`src/design/htpr_pkg.sv`:
```
`timescale 1ns / 1ps
// Shared types and constants for the hash table probe block.
// No dependencies; every other file of the block but htpr_ram imports this package.
package htpr_pkg;

  // Default sizes for the top level parameters
  localparam int DEF_SLOT_COUNT     = 16;
  localparam int DEF_MAX_NAME_BYTES = 8;

  // Fixed payload widths
  localparam int FUNC_W   = 1;
  localparam int NAME_W   = 64;
  localparam int LEN_W    = 4;
  localparam int NUM_W    = 50;
  localparam int STATUS_W = 3;
  localparam int CMP_W    = 5;
  localparam int SLOT_W   = 4;

  // Operation codes
  localparam logic [FUNC_W-1:0] FUNC_INSERT = 1'b0;
  localparam logic [FUNC_W-1:0] FUNC_SEARCH = 1'b1;

  // Result status codes
  localparam logic [STATUS_W-1:0] ST_INSERTED   = 3'd0;
  localparam logic [STATUS_W-1:0] ST_FULL       = 3'd1;
  localparam logic [STATUS_W-1:0] ST_FOUND      = 3'd2;
  localparam logic [STATUS_W-1:0] ST_NOT_FOUND  = 3'd3;
  localparam logic [STATUS_W-1:0] ST_NO_RECORDS = 3'd4;

  // Contents of a freshly cleared slot: "----", length four, free
  localparam logic [NAME_W-1:0] RESET_NAME = 64'h0000_0000_2D2D_2D2D;
  localparam logic [LEN_W-1:0]  RESET_LEN  = 4'd4;

  typedef struct packed {
    logic [NAME_W-1:0] name;
    logic [LEN_W-1:0]  len;
    logic [NUM_W-1:0]  num;
  } entry_t;

  localparam int ENTRY_W = $bits(entry_t);

  typedef enum logic [3:0] {
    S_CLEAR,
    S_IDLE,
    S_HASH,
    S_WAIT,
    S_CHK,
    S_OCC_HASH,
    S_FREE_WAIT,
    S_FREE_CHK,
    S_MOVE,
    S_RESULT
  } state_t;

  typedef enum logic [1:0] {
    WR_CLEAR,
    WR_NEW,
    WR_OCC
  } wr_src_t;

  typedef enum logic [1:0] {
    WA_CLEAR,
    WA_HOME,
    WA_PROBE
  } wr_at_t;

  typedef enum logic [1:0] {
    PA_NONE,
    PA_HOME,
    PA_PROBE
  } pend_at_t;

  // Commands from the controller to the datapath
  typedef struct packed {
    logic                load;
    logic                hash_step;
    logic                hash_occ;
    logic                occ_latch;
    logic                probe_next;
    logic                wr_en;
    wr_src_t             wr_src;
    wr_at_t              wr_at;
    logic                clr_step;
    logic                pend_set;
    logic [STATUS_W-1:0] pend_status;
    pend_at_t            pend_at;
    logic                pend_disp;
    logic                out_load;
  } cmd_t;

  localparam cmd_t CMD_NONE = '{
    load:        1'b0,
    hash_step:   1'b0,
    hash_occ:    1'b0,
    occ_latch:   1'b0,
    probe_next:  1'b0,
    wr_en:       1'b0,
    wr_src:      WR_CLEAR,
    wr_at:       WA_CLEAR,
    clr_step:    1'b0,
    pend_set:    1'b0,
    pend_status: ST_INSERTED,
    pend_at:     PA_NONE,
    pend_disp:   1'b0,
    out_load:    1'b0
  };

  // Status from the datapath to the controller
  typedef struct packed {
    logic is_search;
    logic never_inserted;
    logic hash_last;
    logic clr_last;
    logic rd_free;
    logic name_match;
    logic occ_at_home;
    logic cnt_full;
    logic cnt_over;
    logic out_free;
  } sts_t;

endpackage

```
`src/design/htpr_ifs.sv`:
```
`timescale 1ns / 1ps
// Valid/ready channel interfaces for request and result words.
// Depends on htpr_pkg for the payload widths.
interface htpr_req_if import htpr_pkg::*; ();
  logic              valid;
  logic              ready;
  logic [FUNC_W-1:0] func;
  logic [NAME_W-1:0] name_bytes;
  logic [LEN_W-1:0]  name_length;
  logic [NUM_W-1:0]  phone_number;

  modport source (output valid, func, name_bytes, name_length, phone_number,
                  input ready);
  modport sink   (input valid, func, name_bytes, name_length, phone_number,
                  output ready);
endinterface

interface htpr_rsp_if import htpr_pkg::*; ();
  logic                valid;
  logic                ready;
  logic [STATUS_W-1:0] status;
  logic [NUM_W-1:0]    found_number;
  logic [CMP_W-1:0]    comparisons;
  logic [SLOT_W-1:0]   slot;
  logic                displaced;

  modport source (output valid, status, found_number, comparisons, slot, displaced,
                  input ready);
  modport sink   (input valid, status, found_number, comparisons, slot, displaced,
                  output ready);
endinterface

```
`src/design/htpr_ram.sv`:
```
`timescale 1ns / 1ps
// Generic single-port-write, single-port-read RAM with registered read data.
// No package dependency.
module htpr_ram #(
  parameter int WIDTH = 8,
  parameter int DEPTH = 16
) (
  input  logic                     clk,
  input  logic                     wr_en,
  input  logic [$clog2(DEPTH)-1:0] wr_addr,
  input  logic [WIDTH-1:0]         wr_data,
  input  logic [$clog2(DEPTH)-1:0] rd_addr,
  output logic [WIDTH-1:0]         rd_data
);

  logic [WIDTH-1:0] mem [DEPTH];

  always_ff @(posedge clk) begin
    if (wr_en) begin
      mem[wr_addr] <= wr_data;
    end
    rd_data <= mem[rd_addr];
  end

endmodule

```
`src/design/htpr_ctrl.sv`:
```
`timescale 1ns / 1ps
// Controller state machine: sequences hashing, probing, slot writes and results.
// Depends on htpr_pkg for the state, command and status types.
module htpr_ctrl import htpr_pkg::*; (
  input  logic clk,
  input  logic rst,
  input  logic in_valid,
  output logic in_ready,
  output cmd_t cmd,
  input  sts_t sts
);

  state_t state;
  state_t state_next;

  always_ff @(posedge clk) begin
    if (rst) begin
      state <= S_CLEAR;
    end else begin
      state <= state_next;
    end
  end

  always_comb begin
    state_next = state;
    cmd        = CMD_NONE;
    in_ready   = 1'b0;
    case (state)
      S_CLEAR: begin
        cmd.wr_en    = 1'b1;
        cmd.wr_src   = WR_CLEAR;
        cmd.wr_at    = WA_CLEAR;
        cmd.clr_step = 1'b1;
        if (sts.clr_last) begin
          state_next = S_IDLE;
        end
      end
      S_IDLE: begin
        in_ready = 1'b1;
        if (in_valid) begin
          cmd.load   = 1'b1;
          state_next = S_HASH;
        end
      end
      S_HASH: begin
        cmd.hash_step = 1'b1;
        if (sts.hash_last) begin
          state_next = S_WAIT;
        end
      end
      S_WAIT: begin
        state_next = S_CHK;
      end
      S_CHK: begin
        if (sts.is_search) begin
          if (sts.never_inserted) begin
            cmd.pend_set    = 1'b1;
            cmd.pend_status = ST_NO_RECORDS;
            state_next      = S_RESULT;
          end else if (sts.name_match) begin
            cmd.pend_set    = 1'b1;
            cmd.pend_status = ST_FOUND;
            cmd.pend_at     = PA_PROBE;
            state_next      = S_RESULT;
          end else if (sts.cnt_over) begin
            cmd.pend_set    = 1'b1;
            cmd.pend_status = ST_NOT_FOUND;
            state_next      = S_RESULT;
          end else begin
            cmd.probe_next = 1'b1;
            state_next     = S_WAIT;
          end
        end else if (sts.rd_free) begin
          cmd.wr_en       = 1'b1;
          cmd.wr_src      = WR_NEW;
          cmd.wr_at       = WA_HOME;
          cmd.pend_set    = 1'b1;
          cmd.pend_status = ST_INSERTED;
          cmd.pend_at     = PA_HOME;
          state_next      = S_RESULT;
        end else begin
          cmd.occ_latch = 1'b1;
          state_next    = S_OCC_HASH;
        end
      end
      S_OCC_HASH: begin
        cmd.hash_step = 1'b1;
        cmd.hash_occ  = 1'b1;
        if (sts.hash_last) begin
          state_next = S_FREE_WAIT;
        end
      end
      S_FREE_WAIT: begin
        state_next = S_FREE_CHK;
      end
      S_FREE_CHK: begin
        if (sts.rd_free) begin
          cmd.wr_en = 1'b1;
          cmd.wr_at = WA_PROBE;
          if (sts.occ_at_home) begin
            cmd.wr_src      = WR_NEW;
            cmd.pend_set    = 1'b1;
            cmd.pend_status = ST_INSERTED;
            cmd.pend_at     = PA_PROBE;
            state_next      = S_RESULT;
          end else begin
            cmd.wr_src = WR_OCC;
            state_next = S_MOVE;
          end
        end else if (sts.cnt_full) begin
          cmd.pend_set    = 1'b1;
          cmd.pend_status = ST_FULL;
          state_next      = S_RESULT;
        end else begin
          cmd.probe_next = 1'b1;
          state_next     = S_FREE_WAIT;
        end
      end
      S_MOVE: begin
        cmd.wr_en       = 1'b1;
        cmd.wr_src      = WR_NEW;
        cmd.wr_at       = WA_HOME;
        cmd.pend_set    = 1'b1;
        cmd.pend_status = ST_INSERTED;
        cmd.pend_at     = PA_HOME;
        cmd.pend_disp   = 1'b1;
        state_next      = S_RESULT;
      end
      S_RESULT: begin
        if (sts.out_free) begin
          cmd.out_load = 1'b1;
          state_next   = S_IDLE;
        end
      end
      default: begin
        state_next = S_CLEAR;
      end
    endcase
  end

endmodule

```
`src/design/htpr_dp.sv`:
```
`timescale 1ns / 1ps
// Datapath: request registers, byte-serial hash, probe counter, slot RAM and
// result registers. Depends on htpr_pkg and htpr_ram.
module htpr_dp import htpr_pkg::*; #(
  parameter int SLOT_COUNT     = DEF_SLOT_COUNT,
  parameter int MAX_NAME_BYTES = DEF_MAX_NAME_BYTES
) (
  input  logic                clk,
  input  logic                rst,
  input  cmd_t                cmd,
  output sts_t                sts,
  input  logic [FUNC_W-1:0]   in_func,
  input  logic [NAME_W-1:0]   in_name,
  input  logic [LEN_W-1:0]    in_len,
  input  logic [NUM_W-1:0]    in_num,
  output logic                out_valid,
  input  logic                out_ready,
  output logic [STATUS_W-1:0] out_status,
  output logic [NUM_W-1:0]    out_number,
  output logic [CMP_W-1:0]    out_cmp,
  output logic [SLOT_W-1:0]   out_slot,
  output logic                out_disp
);

  localparam int IDX_W  = $clog2(SLOT_COUNT);
  localparam int CNT_W  = $clog2(SLOT_COUNT + 2);
  localparam int BIDX_W = (MAX_NAME_BYTES > 1) ? $clog2(MAX_NAME_BYTES) : 1;

  // Request registers
  logic [FUNC_W-1:0] func_r;
  logic [NAME_W-1:0] name_r;
  logic [LEN_W-1:0]  len_r;
  logic [NUM_W-1:0]  num_r;

  // Occupant of the home slot
  logic [NAME_W-1:0] occ_name;
  logic [LEN_W-1:0]  occ_len;
  logic [NUM_W-1:0]  occ_num;

  logic [IDX_W-1:0]  acc;
  logic [BIDX_W-1:0] bidx;
  logic [IDX_W-1:0]  home;
  logic [IDX_W-1:0]  occ_home;
  logic [IDX_W-1:0]  probe;
  logic [CNT_W-1:0]  cnt;
  logic [IDX_W-1:0]  clr_addr;
  logic              never_inserted;

  logic [STATUS_W-1:0] pend_status;
  logic [NUM_W-1:0]    pend_number;
  logic [CMP_W-1:0]    pend_cmp;
  logic [SLOT_W-1:0]   pend_slot;
  logic                pend_disp;

  logic [LEN_W-1:0]  len_sat;
  logic [NAME_W-1:0] name_masked;
  logic [NAME_W-1:0] hash_src;
  logic [7:0]        hash_byte;
  logic [IDX_W:0]    hash_sum;
  logic [IDX_W-1:0]  hash_next;
  logic              hash_last;
  logic [IDX_W-1:0]  byte_mod [256];

  logic              wr_en;
  logic [IDX_W-1:0]  wr_addr;
  entry_t            wr_data;
  entry_t            rd_data;
  logic [ENTRY_W-1:0] rd_bits;

  logic [IDX_W+3:0]  home_wide;
  logic [IDX_W+3:0]  probe_wide;
  logic [CNT_W+4:0]  cnt_wide;

  // Byte residues modulo the table size, fixed at elaboration
  for (genvar g = 0; g < 256; g++) begin : g_byte_mod
    assign byte_mod[g] = IDX_W'(g % SLOT_COUNT);
  end

  // Saturate the length and zero the bytes past it
  always_comb begin
    len_sat = (in_len > LEN_W'(MAX_NAME_BYTES)) ? LEN_W'(MAX_NAME_BYTES) : in_len;
    for (int i = 0; i < NAME_W / 8; i++) begin
      name_masked[8*i +: 8] = (LEN_W'(i) < len_sat) ? in_name[8*i +: 8] : 8'h00;
    end
  end

  // One name byte per cycle, residue kept below the table size
  assign hash_src  = cmd.hash_occ ? occ_name : name_r;
  assign hash_byte = hash_src[{bidx, 3'b000} +: 8];
  assign hash_sum  = {1'b0, acc} + {1'b0, byte_mod[hash_byte]};
  assign hash_next = (hash_sum >= (IDX_W + 1)'(SLOT_COUNT))
                   ? IDX_W'(hash_sum - (IDX_W + 1)'(SLOT_COUNT))
                   : hash_sum[IDX_W-1:0];
  assign hash_last = (bidx == BIDX_W'(MAX_NAME_BYTES - 1));

  always_ff @(posedge clk) begin
    if (cmd.load) begin
      func_r <= in_func;
      name_r <= name_masked;
      len_r  <= len_sat;
      num_r  <= in_num;
      acc    <= '0;
      bidx   <= '0;
    end
    if (cmd.occ_latch) begin
      occ_name <= rd_data.name;
      occ_len  <= rd_data.len;
      occ_num  <= rd_data.num;
      acc      <= '0;
      bidx     <= '0;
    end
    if (cmd.hash_step) begin
      acc  <= hash_next;
      bidx <= bidx + BIDX_W'(1);
      if (hash_last) begin
        cnt <= CNT_W'(1);
        if (cmd.hash_occ) begin
          occ_home <= hash_next;
          probe    <= home;
        end else begin
          home  <= hash_next;
          probe <= hash_next;
        end
      end
    end
    if (cmd.probe_next) begin
      probe <= (probe == IDX_W'(SLOT_COUNT - 1)) ? '0 : probe + IDX_W'(1);
      cnt   <= cnt + CNT_W'(1);
    end
    if (cmd.pend_set) begin
      pend_status <= cmd.pend_status;
      pend_disp   <= cmd.pend_disp;
      pend_number <= (cmd.pend_status == ST_FOUND) ? rd_data.num : '0;
      pend_cmp    <= (cmd.pend_status == ST_FOUND || cmd.pend_status == ST_NOT_FOUND)
                   ? cnt_wide[CMP_W-1:0] : '0;
      case (cmd.pend_at)
        PA_HOME:  pend_slot <= home_wide[SLOT_W-1:0];
        PA_PROBE: pend_slot <= probe_wide[SLOT_W-1:0];
        default:  pend_slot <= '0;
      endcase
    end
    if (cmd.out_load) begin
      out_status <= pend_status;
      out_number <= pend_number;
      out_cmp    <= pend_cmp;
      out_slot   <= pend_slot;
      out_disp   <= pend_disp;
    end
  end

  always_ff @(posedge clk) begin
    if (rst) begin
      never_inserted <= 1'b1;
      clr_addr       <= '0;
      out_valid      <= 1'b0;
    end else begin
      if (cmd.load && in_func == FUNC_INSERT) begin
        never_inserted <= 1'b0;
      end
      if (cmd.clr_step) begin
        clr_addr <= clr_addr + IDX_W'(1);
      end
      if (cmd.out_load) begin
        out_valid <= 1'b1;
      end else if (out_ready) begin
        out_valid <= 1'b0;
      end
    end
  end

  assign home_wide  = {4'd0, home};
  assign probe_wide = {4'd0, probe};
  assign cnt_wide   = {5'd0, cnt};

  // Slot write port
  always_comb begin
    wr_en = cmd.wr_en;
    case (cmd.wr_src)
      WR_NEW:  wr_data = '{name: name_r, len: len_r, num: num_r};
      WR_OCC:  wr_data = '{name: occ_name, len: occ_len, num: occ_num};
      default: wr_data = '{name: RESET_NAME, len: RESET_LEN, num: '0};
    endcase
    case (cmd.wr_at)
      WA_HOME:  wr_addr = home;
      WA_PROBE: wr_addr = probe;
      default:  wr_addr = clr_addr;
    endcase
  end

  htpr_ram #(
    .WIDTH (ENTRY_W),
    .DEPTH (SLOT_COUNT)
  ) u_slots (
    .clk     (clk),
    .wr_en   (wr_en),
    .wr_addr (wr_addr),
    .wr_data (wr_data),
    .rd_addr (probe),
    .rd_data (rd_bits)
  );

  assign rd_data = entry_t'(rd_bits);

  assign sts.is_search      = (func_r == FUNC_SEARCH);
  assign sts.never_inserted = never_inserted;
  assign sts.hash_last      = hash_last;
  assign sts.clr_last       = (clr_addr == IDX_W'(SLOT_COUNT - 1));
  assign sts.rd_free        = (rd_data.num == '0);
  assign sts.name_match     = (rd_data.num != '0) && (rd_data.len == len_r)
                           && (rd_data.name == name_r);
  assign sts.occ_at_home    = (occ_home == home);
  assign sts.cnt_full       = (cnt == CNT_W'(SLOT_COUNT));
  assign sts.cnt_over       = (cnt == CNT_W'(SLOT_COUNT + 1));
  assign sts.out_free       = !out_valid || out_ready;

endmodule

```
`src/design/hash_table_probe_with_replacement_top.sv`:
```
`timescale 1ns / 1ps
// Top level of the linear probing hash table with replacement.
// Depends on htpr_pkg, htpr_ifs, htpr_ctrl, htpr_dp (and htpr_ram below it).
// Usage: req carries one word per operation: func selects insert or search,
//   the name is up to MAX_NAME_BYTES bytes (first byte lowest), phone_number
//   is stored on insert. rsp returns exactly one word per request: status,
//   found number, comparison count, slot and the displaced flag. A word moves
//   on either channel at a rising edge with valid and ready high.
// Sequence: one request at a time. The home slot is a byte-serial sum of
//   the MAX_NAME_BYTES name bytes; each probe of the slot RAM sets the
//   address, then reads the registered read data. A colliding insert adds
//   a hash of the occupant, a scan for a free slot and, when the occupant
//   moves, a write of the new entry to the home slot.
// Reset: rst is synchronous. After it the block sweeps the slot RAM, one slot
//   per cycle, with req.ready low; then every slot holds the empty entry and
//   searches report no records until the first insert.
// Stalls: the result sits in an output register; while rsp.ready is low the
//   block still takes the next request and holds its finished result until
//   the register frees up.
module hash_table_probe_with_replacement_top import htpr_pkg::*; #(
  parameter int SLOT_COUNT     = DEF_SLOT_COUNT,
  parameter int MAX_NAME_BYTES = DEF_MAX_NAME_BYTES
) (
  input logic      clk,
  input logic      rst,
  htpr_req_if.sink req,
  htpr_rsp_if.source rsp
);

  // Command and status between controller and datapath
  cmd_t cmd;
  sts_t sts;

  htpr_ctrl u_ctrl (
    .clk      (clk),
    .rst      (rst),
    .in_valid (req.valid),
    .in_ready (req.ready),
    .cmd      (cmd),
    .sts      (sts)
  );

  // Datapath owns the slot RAM and the result register that drives rsp
  htpr_dp #(
    .SLOT_COUNT     (SLOT_COUNT),
    .MAX_NAME_BYTES (MAX_NAME_BYTES)
  ) u_dp (
    .clk        (clk),
    .rst        (rst),
    .cmd        (cmd),
    .sts        (sts),
    .in_func    (req.func),
    .in_name    (req.name_bytes),
    .in_len     (req.name_length),
    .in_num     (req.phone_number),
    .out_valid  (rsp.valid),
    .out_ready  (rsp.ready),
    .out_status (rsp.status),
    .out_number (rsp.found_number),
    .out_cmp    (rsp.comparisons),
    .out_slot   (rsp.slot),
    .out_disp   (rsp.displaced)
  );

endmodule
```
`src/flat_wrapper.sv`:
```
// flat-port wrapper written by rule: the top's interface ports become plain ports
module hash_table_probe_with_replacement_top_flat import htpr_pkg::*;
#(
  parameter int SLOT_COUNT     = DEF_SLOT_COUNT,
  parameter int MAX_NAME_BYTES = DEF_MAX_NAME_BYTES
)
  (clk, rst, req_valid, req_func, req_name_bytes, req_name_length, req_phone_number, req_ready, rsp_valid, rsp_status, rsp_found_number, rsp_comparisons, rsp_slot, rsp_displaced, rsp_ready);
  htpr_req_if req_i ();
  htpr_rsp_if rsp_i ();
  input logic clk;
  input logic rst;
  input wire logic [$bits(req_i.valid)-1:0] req_valid;
  input wire logic [$bits(req_i.func)-1:0] req_func;
  input wire logic [$bits(req_i.name_bytes)-1:0] req_name_bytes;
  input wire logic [$bits(req_i.name_length)-1:0] req_name_length;
  input wire logic [$bits(req_i.phone_number)-1:0] req_phone_number;
  output wire logic [$bits(req_i.ready)-1:0] req_ready;
  output wire logic [$bits(rsp_i.valid)-1:0] rsp_valid;
  output wire logic [$bits(rsp_i.status)-1:0] rsp_status;
  output wire logic [$bits(rsp_i.found_number)-1:0] rsp_found_number;
  output wire logic [$bits(rsp_i.comparisons)-1:0] rsp_comparisons;
  output wire logic [$bits(rsp_i.slot)-1:0] rsp_slot;
  output wire logic [$bits(rsp_i.displaced)-1:0] rsp_displaced;
  input wire logic [$bits(rsp_i.ready)-1:0] rsp_ready;
  assign req_i.valid = req_valid;
  assign req_i.func = req_func;
  assign req_i.name_bytes = req_name_bytes;
  assign req_i.name_length = req_name_length;
  assign req_i.phone_number = req_phone_number;
  assign req_ready = req_i.ready;
  assign rsp_valid = rsp_i.valid;
  assign rsp_status = rsp_i.status;
  assign rsp_found_number = rsp_i.found_number;
  assign rsp_comparisons = rsp_i.comparisons;
  assign rsp_slot = rsp_i.slot;
  assign rsp_displaced = rsp_i.displaced;
  assign rsp_i.ready = rsp_ready;
  hash_table_probe_with_replacement_top #(.SLOT_COUNT(SLOT_COUNT), .MAX_NAME_BYTES(MAX_NAME_BYTES)) u_core (.clk(clk), .rst(rst), .req(req_i), .rsp(rsp_i));
endmodule
```
`config.mk`:
```
export PLATFORM = sky130hd
export DESIGN_NAME = hash_table_probe_with_replacement_top_flat
export DESIGN_NICKNAME = d
export VERILOG_FILES = /design/src/design/htpr_pkg.sv /design/src/design/htpr_ifs.sv /design/src/design/htpr_ram.sv /design/src/design/htpr_ctrl.sv /design/src/design/htpr_dp.sv /design/src/design/hash_table_probe_with_replacement_top.sv /design/src/flat_wrapper.sv
export SDC_FILE = /design/constraint.sdc
export NUM_CORES = 2
export LEC_CHECK = 0
export BUFFER_PORTS_ARGS = -buffer_cell sky130_fd_sc_hd__buf_2
export CORE_ASPECT_RATIO = 0.9
export CORE_MARGIN = 2
export CORE_UTILIZATION = 47
export CTS_CLUSTER_DIAMETER = 150
export DETAILED_ROUTE_END_ITERATION = 16
export MAX_ROUTING_LAYER = met4
export PLACE_DENSITY = 0.61
export RECOVER_POWER = 50
export SKIP_LAST_GASP = 1
export SLEW_MARGIN = 20
export SYNTH_ARGS = -nofsm -noshare
export SYNTH_HDL_FRONTEND = slang
export SYNTH_SLANG_ARGS = --single-unit
export TNS_END_PERCENT = 30
```
`constraint.sdc`:
```
create_clock -name clk -period 8.05 [get_ports clk]
set_clock_uncertainty 0.15 [all_clocks]
set_input_delay 0.4025 -clock clk [delete_from_list [all_inputs] [get_ports clk]]
set_output_delay 0.4025 -clock clk [all_outputs]
set_load 0.02 [all_outputs]
```
* Word-level counts from Yosys, hierarchy flattened
Memories as Yosys holds them, arrays and structs flattened. A register that Yosys moved wholly into a read port is not among the register bits. Cells that the tools add are included.
Word-level totals: flip-flop bits (word level) 397, bits in latches 0, RAM bits 1888, memory bits (read-only) 1024, bits of input ports 123, output and inout bits 65, word-level logic and storage cells 180, memories 2
Memories:
- u_core.u_dp.u_slots.mem | depth 16, bits a word 118, read ports 1, clocked after Yosys merged registers in 1, wr ports 1, line htpr_ram.sv:16 | logic [WIDTH-1:0] mem [DEPTH];
- (no name shown) | depth 256, bits a word 4, read ports 1, clocked after Yosys merged registers in 0, wr ports 0, line htpr_dp.sv:90 | assign hash_sum = {1'b0, acc} + {1'b0, byte_mod[hash_byte]};
Cells by class: add/subtract/negate cells 6, $mul 0, divide/modulo/power cells 0, $lt $le $gt $ge 11, equal/unequal tests 30, shift operators 1, muxes and demuxes 76, bitwise gates (word level) 2, reductions and logical operators 18
Operators with widths (number):
- 118-bit case mux with 2 select lines | 1
- 4-bit two-way mux | 29
- 64-bit == test | 1
- 64-bit two-way mux | 1
- 64-bit by 7-bit variable part select with 8-bit output | 1
- 50-bit zero test | 1
- 50-bit nonzero test | 1
- 4-bit case mux with 10 select lines | 1
- 5-bit two-way mux | 6
- 1-bit two-way mux | 23
- 5-bit case mux with 4 select lines | 1
- 6-bit two-way mux | 3
- 6-bit case mux with 3 select lines | 1
- 4-bit by 3-bit == test with 1-bit output (second input constant) | 4
- 4-bit == test (second input constant) | 4
- 3-bit by 4-bit < comparator with 1-bit output (first input constant) | 4
- 4-bit case mux with 2 select lines | 2
- 5-bit == test (second input constant) | 2
- 9-bit >= comparator (second input constant) | 1
- 3-bit two-way mux | 3
- 8-bit inverter with 9-bit output | 1
- 4-bit by 1-bit adder with 4-bit output (second input constant) | 2
- 4-bit by 2-bit == test with 1-bit output (second input constant) | 2
- 4-bit == test | 2
- other kinds (28) | 47

* Longest topological paths before layout
depth after elaboration 15, mapped depth 14, mapped depth without buffers 12

* Cells and area by module
A second synthesis with hierarchy kept.
Unflattened totals: cell total of the unflattened synthesis 4148, area, all modules 89600.9 µm²
By module, submodules not included:
- htpr_ram | instances 1, cells an instance 3016, area each 72793.6 µm²
- htpr_dp | instances 1, cells an instance 1055, area each 16281.9 µm²
- htpr_ctrl | instances 1, cells an instance 77, area each 525.5 µm²

* Least setup slack after synthesis
Ideal clock, no wire load.
path type reg-to-reg, from reg u_core.u_dp.u_slots.rd_data[39] (read register of u_core.u_dp.u_slots.mem), to mem u_core.u_dp.u_slots.mem[7][0] in the netlist's numbering (enable), setup time 0.596 ns, data arrival time 7.483 ns, data required time 7.304 ns, path slack -0.179 ns, stages on the path, launching flop included 11, path buffers 2, clock period less this slack 8.229 ns, cell sequence dfxtp_1 > nor4_1 > nand4_1 > nor4_2 > buf_2 > nand4_1 > ha_1 > clkbuf_1 > a21oi_1 > or3_1 > nor2_1
On the way: word-level cells in the longest chain between the ends 6
RTL lines:
- start, declared | line htpr_ram.sv:13 | output logic [WIDTH-1:0] rd_data
- 50-bit zero test (*) | line htpr_dp.sv:208 | assign sts.rd_free = (rd_data.num == '0);
- 5-bit two-way mux | line htpr_ctrl.sv:73 | end else if (sts.rd_free) begin
- 5-bit two-way mux | line htpr_ctrl.sv:55 | if (sts.is_search) begin
- 5-bit case mux with 4 select lines (*) | line htpr_ctrl.sv:28 | case (state)
- 2-bit == test (tied with other cells) | line htpr_dp.sv:183 | case (cmd.wr_at)
- 4-bit case mux with 2 select lines or 1-bit two-way mux (tied branches) | line htpr_dp.sv:183, htpr_ram.sv:20
- end, declared | line htpr_ram.sv:16
Mark *: on every way between the ends. The rest lies on a longest branch, timed or not.

* Final worst setup path
from reg u_core.u_dp.u_slots.rd_data[9] (read register of u_core.u_dp.u_slots.mem), to mem u_core.u_dp.u_slots.mem[15][92] in the netlist's numbering (enable)
Same word-level chain as after synthesis.

==> run summary <==
The later pin in the worst-skew pair is clocked with a latency of 890 ps. For the minimum hold slack, the log shows 75.7 ps. STA puts the critical path data required time at 8260 ps.

The pin count of the biggest net entering global routing came out at 136. TritonCTS built the clock tree. In this run the standard cell core region covers 193000 um2. Of all cell types, the one taking the most synthesized area is sky130_fd_sc_hd__edfxtp_1.

The initial antenna violation count came out at 8. The final period utilization is 87.4%, and the initial DRC count is 6297. Site row count: 153. The via count of the routed design was 47585. End of the worst register-to-register path: u_core.u_dp.u_slots.mem[15][92]. In the final routed layout, each cell accounts on average for 30.2 um. The data arrival time of the worst path is 7250 ps. The clock transition time at the flip-flop clock pins of the worst setup and hold paths was 60 ps. Detailed placement finished with a half-perimeter wire length of 121000 um.

By startpoint and endpoint, the worst setup path is classified as reg2reg. Global routing finished with a remaining overflow of 0. Pin placement for this block handled 188 I/O pins. Of the total power, registers draw 54.4%. The die covers 198000 um2. The top fanout value on the critical path is 67. After detailed routing, the number of vias per cell comes to 6.00. The run gives 3 as the maximum number of buffers from clock root to sink. Area fraction of the dominant cell type after synthesis: 74.9%. Number of nets in the synthesized netlist: 4948.

First element of the critical path: u_core.u_dp.u_slots.rd_data[9]. STA classifies the critical path endpoint as a flip-flop. The number of slew-limit violations in the final report came out at 1477. Net switching is 21.7% of the power. Of the cells placed in the final design, the portion with a size suffix greater than 1 is 17.0%.

The number of maximum-capacitance constraint violations was 30; the number of port buffers was 187. The first detailed-routing pass ran for 6 iterations. Based on the critical path, the design can be clocked at up to 142 MHz. Sequential elements use 77.7% of the synthesized area.

The tools report the routability-driven placement congestion ratio as 0.827. The number of gates resized after CTS was 0. By area the synthesized netlist is led by sky130_fd_sc_hd__edfxtp_1 (75%), sky130_fd_sc_hd__mux4_2 (6.2%), sky130_fd_sc_hd__mux2i_1 (4.0%). Setup repair after global routing left no endpoint under its margin. Once routing completed, OpenROAD measured the worst setup slack at 1010 ps.

The power density of the placed cells works out to 256 nW/um2. The number of cells produced by synthesis came out at 4808. Yosys mapped a number of flops with a built-in enable equal to 2275.

Compared with the post-synthesis result, the final layout area differs by 14.1%. The total power of the final layout was 26600 uW. The initial cell density of the core was 47.3%. Clock tree synthesis found a total of 2403 sinks. The routed wire length was 240000 um; the worst slack after detailed placement was 2020 ps.

The tools report the switching power as 5790 uW. The tools report the startpoint kind of the worst setup timing path as a flip-flop. Combinational logic is responsible for 4.8% of the overall power. The post-route minimum period is 7040 ps, and the post-synthesis average cell area is 19.0 um2. The checks that failed: capacitance limit, slew limit. The most used flip-flop cell after synthesis is sky130_fd_sc_hd__edfxtp_1. The count of state elements after synthesis came out at 2403. After synthesis the cells add up to 91200 um2. In this run the critical register-to-register path is launched from u_core.u_dp.u_slots.rd_data[9]. The end point of the critical path is u_core.u_dp.u_slots.mem[15][92]. The tools report the number of H-tree levels as 4. Per report_power, the clock group accounts for 40.8% of the total.

Setup violations remaining at the end of the flow were counted as 0. The type of the tightest min-delay check is in2reg. The first global-routing pass estimated 340000 um of wire. The number of clock buffers added by TritonCTS is 229. The relative slew slack is -168%, and the number of warnings printed during yosys synthesis is 0. At the pin with the least slew margin, the transition time is 4020 ps.

The number of nets in the finished design was 5306; the number of distinct library cells after synthesis was 53. The tools report the cell-internal power as 20800 uW. Global routing used 24.7% of the available tracks across all layers.

Counting flops with an async set or reset pin after synthesis yields a share of 0%. The root buffer cell chosen for the clock tree is sky130_fd_sc_hd__clkbuf_16. IR analysis of the VDD net gives a maximum drop of 241 uV. The number of global-route vias before repair is 47481, and the register-to-register setup slack is 1010 ps.

Measured along the y axis, the die boundary spans 422 um. The die is 468 um wide. The run finished, with violations left. For this design the static power due to leakage is 0.0365 uW. The worst register-to-register path has a depth of 10.

The number of design rule violations left after detail routing is 0. The run gives 0 as the total count of hold-check failures in the final report. The post-detailed-route count of antenna-violating nets is 0.
==> cell usage in the layout (no fill, tap or decap), drive strengths merged, types with 24 or more instances in the layout <==
cell,n
edfxtp,2275
clkbuf,423
mux2i,366
mux4,251
o21ai,244
a22oi,227
buf,169
nor2,158
nand2,149
a21oi,129
dfxtp,128
dlygate4sd3,122
mux2,122
a221oi,119
clkinv,84
and3,55
nor2b,54
xor2,47
xnor2,36
nor4,29
and2,24
==> metrics by stage <==
step | setup TNS, ps | cell area, um2 | utilization (%) | std cells
after floorplan | -108310 | 91200 | - | 4808
after global placement | 0 | 95500 | 49.5 | 7366
after detailed placement | 0 | 95600 | 49.5 | 7369
after CTS | 0 | 104000 | 54.1 | 7926
after global routing | 0 | 104000 | 53.9 | 7930
final | 0 | 104000 | 53.9 | 7931
==> flip-flops by register name (all words and copies together), names as in the netlist, 5 cells and up <==
name                         flops
u_core.u_dp.occ_name            64
u_core.u_dp.out_cmp              5
u_core.u_dp.u_slots.rd_data    118
u_core.u_dp.pend_number         50
u_core.u_dp.cnt                  5
u_core.u_dp.occ_num             50
u_core.u_dp.num_r               50
u_core.u_dp.pend_cmp             5
u_core.u_dp.u_slots.mem       1888
u_core.u_dp.name_r              64
u_core.u_dp.out_number          50
==> layout make-up <==
type / count / area [um2]
Antenna cell: 4 / 10.0
Clock buffer: 319 / 6350
Clock inverter: 116 / 1320
Fill cell: 14949 / 88900
Inverter: 14 / 53.8
Multi-Input combinational cell: 2123 / 19300
Sequential cell: 2403 / 70900
Tap cell: 2557 / 3200
Timing Repair Buffer: 395 / 2930
==> power by group through the flow <==
stage / clock network (uW) / logic [uW] / registers, uW
floorplan: 0 / 615 / 14800
global placement: 0 / 1240 / 14700
detailed placement: 0 / 1260 / 14700
CTS: 11000 / 1310 / 14500
global route: 11500 / 1340 / 14500
finish: 10900 / 1270 / 14500
==> kinds of logic (layout without fill, tap and decap cells) <==
| family | Yosys count | count (layout) | share of synthesized area [%] |
|---|---|---|---|
| AO/OA/AOI/OAI | 759 | 759 | 5.44 |
| other | 0 | 4 | 0 |
| buffers and inverters | 282 | 844 | 1.26 |
| multiplexers | 739 | 739 | 11.7 |
| AND/OR/NAND/NOR | 525 | 525 | 2.81 |
| XOR/XNOR | 83 | 83 | 0.805 |
| adder cells (fa/ha/maj) | 17 | 17 | 0.241 |
| flip-flops | 2403 | 2403 | 77.7 |
==> Yosys cell counts (3+ instances only) <==
cell type and instances:
sky130_fd_sc_hd__clkbuf_1 169, sky130_fd_sc_hd__nand3b_1 3, sky130_fd_sc_hd__buf_1 37, sky130_fd_sc_hd__nor4bb_1 3, sky130_fd_sc_hd__buf_2 61, sky130_fd_sc_hd__a22oi_1 227
sky130_fd_sc_hd__nand4_1 15, sky130_fd_sc_hd__a21oi_1 128, sky130_fd_sc_hd__nor2b_1 54, sky130_fd_sc_hd__edfxtp_1 2275, sky130_fd_sc_hd__and2_1 23, sky130_fd_sc_hd__inv_1 14
sky130_fd_sc_hd__nand2b_1 7, sky130_fd_sc_hd__xor2_1 47, sky130_fd_sc_hd__a221oi_1 119, sky130_fd_sc_hd__nor2_1 158, sky130_fd_sc_hd__mux2i_1 366, sky130_fd_sc_hd__nor4_1 28
sky130_fd_sc_hd__mux2_1 3, sky130_fd_sc_hd__mux4_2 251, sky130_fd_sc_hd__nand4b_1 4, sky130_fd_sc_hd__mux2_2 119, sky130_fd_sc_hd__nand3_1 9, sky130_fd_sc_hd__dfxtp_1 128
sky130_fd_sc_hd__ha_1 16, sky130_fd_sc_hd__a31oi_1 4, sky130_fd_sc_hd__a221o_1 17, sky130_fd_sc_hd__nor4b_1 5, sky130_fd_sc_hd__o21a_1 7, sky130_fd_sc_hd__nand2_1 149
sky130_fd_sc_hd__xnor2_1 35, sky130_fd_sc_hd__o21ai_0 244, sky130_fd_sc_hd__a21o_1 4, sky130_fd_sc_hd__and3_1 55
==> worst max-delay path: stages (launching register included) <==
cell	delay, ps
sky130_fd_sc_hd__dfxtp_1	330
sky130_fd_sc_hd__nor4_1	850
sky130_fd_sc_hd__nand4_1	460
sky130_fd_sc_hd__nor4_4	780
sky130_fd_sc_hd__nand4_1	320
sky130_fd_sc_hd__ha_1	490
sky130_fd_sc_hd__nor2_1	140
sky130_fd_sc_hd__a21oi_1	80
sky130_fd_sc_hd__or3_1	540
sky130_fd_sc_hd__nor2_4	150
sky130_fd_sc_hd__clkbuf_2	2140
==> metal layers <==
layer	wire length, um	GRT usage [%]	vias up
li1	-	-	20225
met1	102000	34.6	25073
met2	114000	38.1	1925
met3	16700	3.88	362
met4	6060	6.47	0
met5	0	-	-
==> worst min-delay path by stage <==
stage | from | endpoint | slack [ps] | cells after the start
finish | req_phone_number[18] | u_core.u_dp.num_r[18] | 80 | 2
CTS | req_phone_number[18] | u_core.u_dp.num_r[18] | 20 | 2
floorplan | u_core.u_dp.pend_cmp[0] | u_core.u_dp.out_cmp[0] | 250 | 0
global route | req_phone_number[18] | u_core.u_dp.num_r[18] | 40 | 2
detailed placement | u_core.u_dp.pend_number[10] | u_core.u_dp.out_number[10] | 250 | 0
global placement | u_core.u_dp.pend_number[14] | u_core.u_dp.out_number[14] | 250 | 0
==> timing repair <==
action,4_1_cts,5_1_grt
hold buffers,122,0
setup endpoints to repair,0,0
buffers inserted,0,0
hold endpoints to repair,129,0
No activity file was read; power rests on OpenSTA's default activity.
